--- src/rtl/ocsfd_pkg.sv ---
// shared types, constants and twiddle table of the ofdm demodulator
`default_nettype none
package ocsfd_pkg;

	localparam int OUT_W = 23;
	localparam int TP_LOG2 = 6;
	localparam logic [6:0] PREFIX_MAX = 7'd64;

	localparam logic [1:0] CFG_SIZE = 2'd0;
	localparam logic [1:0] CFG_PREFIX = 2'd1;
	localparam logic [1:0] CFG_LAG = 2'd2;

	typedef struct packed {
		logic       valid;
		logic       first;
		logic [5:0] t;
	} tok_t;

	typedef struct packed {
		logic [6:0]        n;
		logic [2:0]        lg;
		logic signed [6:0] lag;
		logic              load;
		logic              shift;
	} cell_ctl_t;

	function automatic logic signed [15:0] quarter_sine(input logic [4:0] r);
		logic signed [15:0] v;
		case (r)
			5'd0:  v = 16'sd0;
			5'd1:  v = 16'sd3212;
			5'd2:  v = 16'sd6393;
			5'd3:  v = 16'sd9512;
			5'd4:  v = 16'sd12540;
			5'd5:  v = 16'sd15447;
			5'd6:  v = 16'sd18205;
			5'd7:  v = 16'sd20788;
			5'd8:  v = 16'sd23170;
			5'd9:  v = 16'sd25330;
			5'd10: v = 16'sd27246;
			5'd11: v = 16'sd28899;
			5'd12: v = 16'sd30274;
			5'd13: v = 16'sd31357;
			5'd14: v = 16'sd32138;
			5'd15: v = 16'sd32610;
			5'd16: v = 16'sd32767;
			default: v = 16'sd0;
		endcase
		return v;
	endfunction

	// sine of 2*pi*m/64 in q1.15
	function automatic logic signed [15:0] tw_sin(input logic [5:0] m);
		logic [4:0] r;
		logic [4:0] rr;
		logic signed [15:0] v;
		r = {1'b0, m[3:0]};
		rr = 5'd16 - r;
		case (m[5:4])
			2'd0: v = quarter_sine(r);
			2'd1: v = quarter_sine(rr);
			2'd2: v = -quarter_sine(r);
			default: v = -quarter_sine(rr);
		endcase
		return v;
	endfunction

endpackage
`default_nettype wire

--- src/rtl/ocsfd_cell.sv ---
// one dft cell: accumulates one output bin while samples pass down the row
`default_nettype none
module ocsfd_cell #(
	parameter int INDEX = 0,
	parameter int SAMPLE_WIDTH = 16
) (
	input  wire logic                                   clk,
	input  wire logic                                   arst_n,
	input  wire ocsfd_pkg::cell_ctl_t                   ctl,
	input  wire ocsfd_pkg::tok_t                        tok_in,
	input  wire logic signed [SAMPLE_WIDTH-1:0]         re_in,
	input  wire logic signed [SAMPLE_WIDTH-1:0]         im_in,
	input  wire logic signed [ocsfd_pkg::OUT_W-1:0]     res_re_in,
	input  wire logic signed [ocsfd_pkg::OUT_W-1:0]     res_im_in,
	output ocsfd_pkg::tok_t                             tok_out,
	output logic signed [SAMPLE_WIDTH-1:0]              re_out,
	output logic signed [SAMPLE_WIDTH-1:0]              im_out,
	output logic signed [ocsfd_pkg::OUT_W-1:0]          res_re,
	output logic signed [ocsfd_pkg::OUT_W-1:0]          res_im
);
	localparam int PW = SAMPLE_WIDTH + 17;
	localparam int AW = SAMPLE_WIDTH + 23;

	logic [6:0]              n_mask;
	logic [5:0]              k6;
	logic                    active;
	logic [5:0]              tsum;
	logic [11:0]             e12;
	logic [5:0]              m6;
	logic [2:0]              sh;
	logic [5:0]              tl;
	logic signed [15:0]      sn;
	logic signed [15:0]      cs;
	logic signed [PW-1:0]    sum_re;
	logic signed [PW-1:0]    sum_im;
	logic signed [PW-1:0]    sum_re_s1;
	logic signed [PW-1:0]    sum_im_s1;
	logic                    valid_s1;
	logic                    first_s1;
	logic signed [AW-1:0]    acc_re_q;
	logic signed [AW-1:0]    acc_im_q;
	logic signed [AW-1:0]    rnd_re;
	logic signed [AW-1:0]    rnd_im;
	ocsfd_pkg::tok_t         tok_q;
	logic signed [SAMPLE_WIDTH-1:0] re_q;
	logic signed [SAMPLE_WIDTH-1:0] im_q;
	logic signed [ocsfd_pkg::OUT_W-1:0] res_re_q;
	logic signed [ocsfd_pkg::OUT_W-1:0] res_im_q;

	// bin served by this cell, fftshift order
	always_comb begin
		n_mask = ctl.n - 7'd1;
		k6 = 6'((7'(INDEX) + (ctl.n >> 1)) & n_mask);
		active = 7'(INDEX) < ctl.n;
		tsum = tok_in.t + ctl.lag[5:0];
		e12 = k6 * tsum;
		m6 = e12[5:0] & n_mask[5:0];
		sh = 3'(ocsfd_pkg::TP_LOG2) - ctl.lg;
		tl = m6 << sh;
		sn = ocsfd_pkg::tw_sin(tl);
		cs = ocsfd_pkg::tw_sin(tl + 6'd16);
		sum_re = re_in * cs + im_in * sn;
		sum_im = im_in * cs - re_in * sn;
		rnd_re = (acc_re_q + AW'(16384)) >>> 15;
		rnd_im = (acc_im_q + AW'(16384)) >>> 15;
	end

	always_ff @(posedge clk or negedge arst_n) begin
		if (!arst_n) begin
			tok_q <= '0;
			valid_s1 <= 1'b0;
		end else begin
			tok_q <= tok_in;
			valid_s1 <= tok_in.valid & active;
		end
	end

	always_ff @(posedge clk) begin
		re_q <= re_in;
		im_q <= im_in;
		first_s1 <= tok_in.first;
		sum_re_s1 <= sum_re;
		sum_im_s1 <= sum_im;
		if (valid_s1) begin
			if (first_s1) begin
				acc_re_q <= AW'(sum_re_s1);
				acc_im_q <= AW'(sum_im_s1);
			end else begin
				acc_re_q <= acc_re_q + AW'(sum_re_s1);
				acc_im_q <= acc_im_q + AW'(sum_im_s1);
			end
		end
		// results leave through the row towards cell zero
		if (ctl.load) begin
			res_re_q <= ocsfd_pkg::OUT_W'(rnd_re);
			res_im_q <= ocsfd_pkg::OUT_W'(rnd_im);
		end else if (ctl.shift) begin
			res_re_q <= res_re_in;
			res_im_q <= res_im_in;
		end
	end

	assign tok_out = tok_q;
	assign re_out = re_q;
	assign im_out = im_q;
	assign res_re = res_re_q;
	assign res_im = res_im_q;
endmodule
`default_nettype wire

--- config.mk ---
export PLATFORM = sky130hd
export DESIGN_NAME = ocsfd_cell
export DESIGN_NICKNAME = d
export VERILOG_FILES = /design/src/rtl/ocsfd_pkg.sv /design/src/rtl/ocsfd_cell.sv
export SDC_FILE = /design/constraint.sdc
export NUM_CORES = 2
export LEC_CHECK = 0
export BUFFER_PORTS_ARGS = -buffer_cell sky130_fd_sc_hd__buf_4
export CAP_MARGIN = 20
export CORE_MARGIN = 5
export CORE_UTILIZATION = 45
export DETAILED_ROUTE_END_ITERATION = 12
export GPL_TIMING_DRIVEN = 0
export MAX_ROUTING_LAYER = met4
export PLACE_DENSITY_LB_ADDON = 0.08
export SLEW_MARGIN = 20
export SYNTH_ARGS = -nofsm -noshare
export SYNTH_HDL_FRONTEND = slang
export SYNTH_SLANG_ARGS = --single-unit
--- constraint.sdc ---
create_clock -name clk -period 6.8 [get_ports clk]
set_clock_uncertainty 0.1 [all_clocks]
set_input_delay 0.68 -clock clk [delete_from_list [all_inputs] [get_ports clk]]
set_output_delay 0.68 -clock clk [all_outputs]
set_load 0.01 [all_outputs]
==> results.sh <==
export IMPL_path_class="input port to register"
export IMPL_first_pass_iters=7
export IMPL_antenna_found_initial=39
export IMPL_crit_path_frequent_cell="fa_1"
export IMPL_drtIter0Drc=4923
export IMPL_grt_max_degree=50
export IMPL_die_area_sq_um=135000
export IMPL_finalCriticalPeriod_ps=12480
export IMPL_syn2layout_area_growth_pct=18.5
export IMPL_h_tree_depth=1
export IMPL_ant_nets=0
export IMPL_yosysSeqAreaShare_pct=10.2
export IMPL_wire_per_inst_um=32.0
export IMPL_ys_warn_count=0
export IMPL_async_reset_ff_share_pct=3.91
export IMPL_vias_per_cell=5.91
export IMPL_grt_pass1_vias=51000
export IMPL_ys_top_cells_by_area="fa_1 (41%), ha_1 (8.9%), inv_1 (8.7%)"
export IMPL_cts_tree="done"
export IMPL_synth_flop_cell="edfxtp_1"
export IMPL_io_buffers=189
export IMPL_synthCells=6211
export IMPL_ys_types=108
export IMPL_drv_slew=0
export IMPL_synth_edf_count=122
export IMPL_fmax_ghz=0.0801
export IMPL_cp_start_kind="input port"
export IMPL_finalSetupViolCount=62
export IMPL_syn_area_per_cell_sq_um=9.25
export IMPL_insertion_delay_ps=630
export IMPL_drc=0
export IMPL_cts_max_path_buffers=3
export IMPL_place_hpwl_um=215000
export IMPL_nets=8347
export IMPL_cp_arrival_ps=12940
export IMPL_place_gp_congestion=1.07
export IMPL_synth_top_area_cell="fa_1"
export IMPL_outcome="finished, violations left"
export IMPL_design_area_sq_um=68100
export IMPL_num_io_pins=193
export IMPL_fin_ws_ps=-5680
export IMPL_start_util_pct=45.2
export IMPL_core_sq_um=127000
export IMPL_crit_slowest_cell="o22ai_1"
export IMPL_hold_viol=0
export IMPL_rsz0062_at_grt="true"
export IMPL_die_w_um=367
export IMPL_period_share_pct=184
export IMPL_die_height_um=367
export IMPL_yosysTopAreaCellShare_pct=41.2
export IMPL_netlist_top_cells_count="inv_1 (1339), fa_1 (1183), nand2_1 (592)"
export IMPL_ys_ff_latch=230
export IMPL_worstMarginPinSlew_ps=1340
export IMPL_path_clk_slew_ps=60
export IMPL_drive_above_1_share_pct=18.4
export IMPL_overflow=0
export IMPL_max_stage_delay_ps=650
export IMPL_ctsRootBufferMaster="clkbuf_16"
export IMPL_routed_wl_um=269000
export IMPL_placed_area_sq_um=62400
export IMPL_synth_fp_nets=7912
export IMPL_yosysMostFrequentCell="inv_1"
export IMPL_path_max_fanout=10
export IMPL_hp_class="input port to register"
export IMPL_drv_cap=0
export IMPL_synth_area_sq_um=57500
export IMPL_row_count=131
export IMPL_end_kind="register"
export IMPL_grt_usage_pct=40.5
export IMPL_cts_sinks=230
export IMPL_dr_total_vias=49500
export IMPL_grt_pass1_wl_um=377000
export IMPL_crit_required_ps=7260
export IMPL_failed_checks="setup timing"
export IMPL_cts_buffers=29
export IMPL_slew_headroom_pct=10.8
[cell type report]
type,instances,area [sq um]
plain buffers,322,2350
diodes,50,125
clock inverters,3,20.0
flip-flops and latches,230,5870
clock buffers,50,906
well taps,1662,2080
multi-input cells,4308,48100
repair buffers,415,3650
inverters,1340,5040
fillers,11800,59100
[sequential cells by signal, indices dropped and copies added, names as in the netlist]
signal / flops
acc_im_q: 38
acc_re_q: 38
sum_im_s1: 33
sum_re_s1: 33
res_im: 23
res_re: 23
im_out: 16
re_out: 16
tok_out: 8
first_s1: 1
valid_s1: 1
[layout by cell type, fill, tap and decap left out, drive strengths merged, types with 25 or more instances in the layout]
cell    count
xnor2     142
o22a       37
o21ai     180
a21o       56
and2      228
a21oi     194
o31ai      34
nor2      247
or2        35
o22ai      34
o32a       53
xor2       73
dfxtp      99
inv      1338
a211oi     35
a21boi     72
edfxtp    122
nor3       55
a32oi      25
clkbuf    262
buf       523
diode      50
nand4      39
nand3     151
fa       1183
nand2     592
ha        411
and3       89
[repair_timing]
action | 4_1_cts | 5_1_grt
pin swaps | 197 | 193
resized for setup | 543 | 190
hold buffers | 1 | 0
gates cloned | 1 | 1
endpoints found under the setup margin | 65 | 63
endpoints found under the hold margin | 9 | 0
setup buffers | 158 | 53
[per-stage QoR]
| stage | setup TNS (ps) | worst slack [ps] | util [%] | hold WS [ps] | std cells |
|---|---|---|---|---|---|
| floorplan | -232080 | -4940 | - | 284 | 6211 |
| global placement | -424490 | -9670 | 48.7 | 429 | 8062 |
| detailed placement | -398920 | -8770 | 49.0 | 432 | 8080 |
| CTS | -248990 | -5560 | 52.6 | 35.6 | 8283 |
| global route | -277210 | -5980 | 53.5 | 51.2 | 8365 |
| finish | -260930 | -5680 | 53.6 | 61.7 | 8380 |
[critical path, delay by kind of cell]
family	cells	cell delay, ps
compound gates	11	2970
fa+ha+maj	15	6730
buf+inv	11	1910
simple gates	4	600
[kinds of logic after synthesis]
logic type / synth area share, %
buffers and inverters: 11.3
AO/OA/AOI/OAI: 11.4
XOR/XNOR: 3.44
multiplexers: 0.557
AND/OR/NAND/NOR: 13.0
adder cells (fa/ha/maj): 50.2
flip-flops: 10.2
[metal layers]
metal,part of all wire [%],wire [um],track usage [%],up-vias
li1,-,-,-,20600
met1,38,102000,49.8,25200
met2,44,118000,60.8,2868
met3,11,28800,11.1,829
met4,7.4,19800,22.2,0
met5,0,0,-,-
[worst paths after layout]
path                       cells after the start  slack (ps)                      to                  start
max                                           41       -5680   sum_im_s1[32]$_DFF_P_              tok_in[0]
min                                            1          60        first_s1$_DFF_P_              tok_in[6]
max reg2reg                                   11        2760  acc_re_q[37]$_DFFE_PP_  acc_re_q[1]$_DFFE_PP_
min reg2reg                                    2         440  acc_im_q[14]$_DFFE_PP_  sum_im_s1[14]$_DFF_P_
max in group asynchronous                      2        6070      valid_s1$_DFF_PN0_                 arst_n
min in group asynchronous                      2         340      valid_s1$_DFF_PN0_                 arst_n
Power is left out: the tool's default activity adds up to more than one toggle a clock period on the data nets, which glitch-free logic cannot reach.
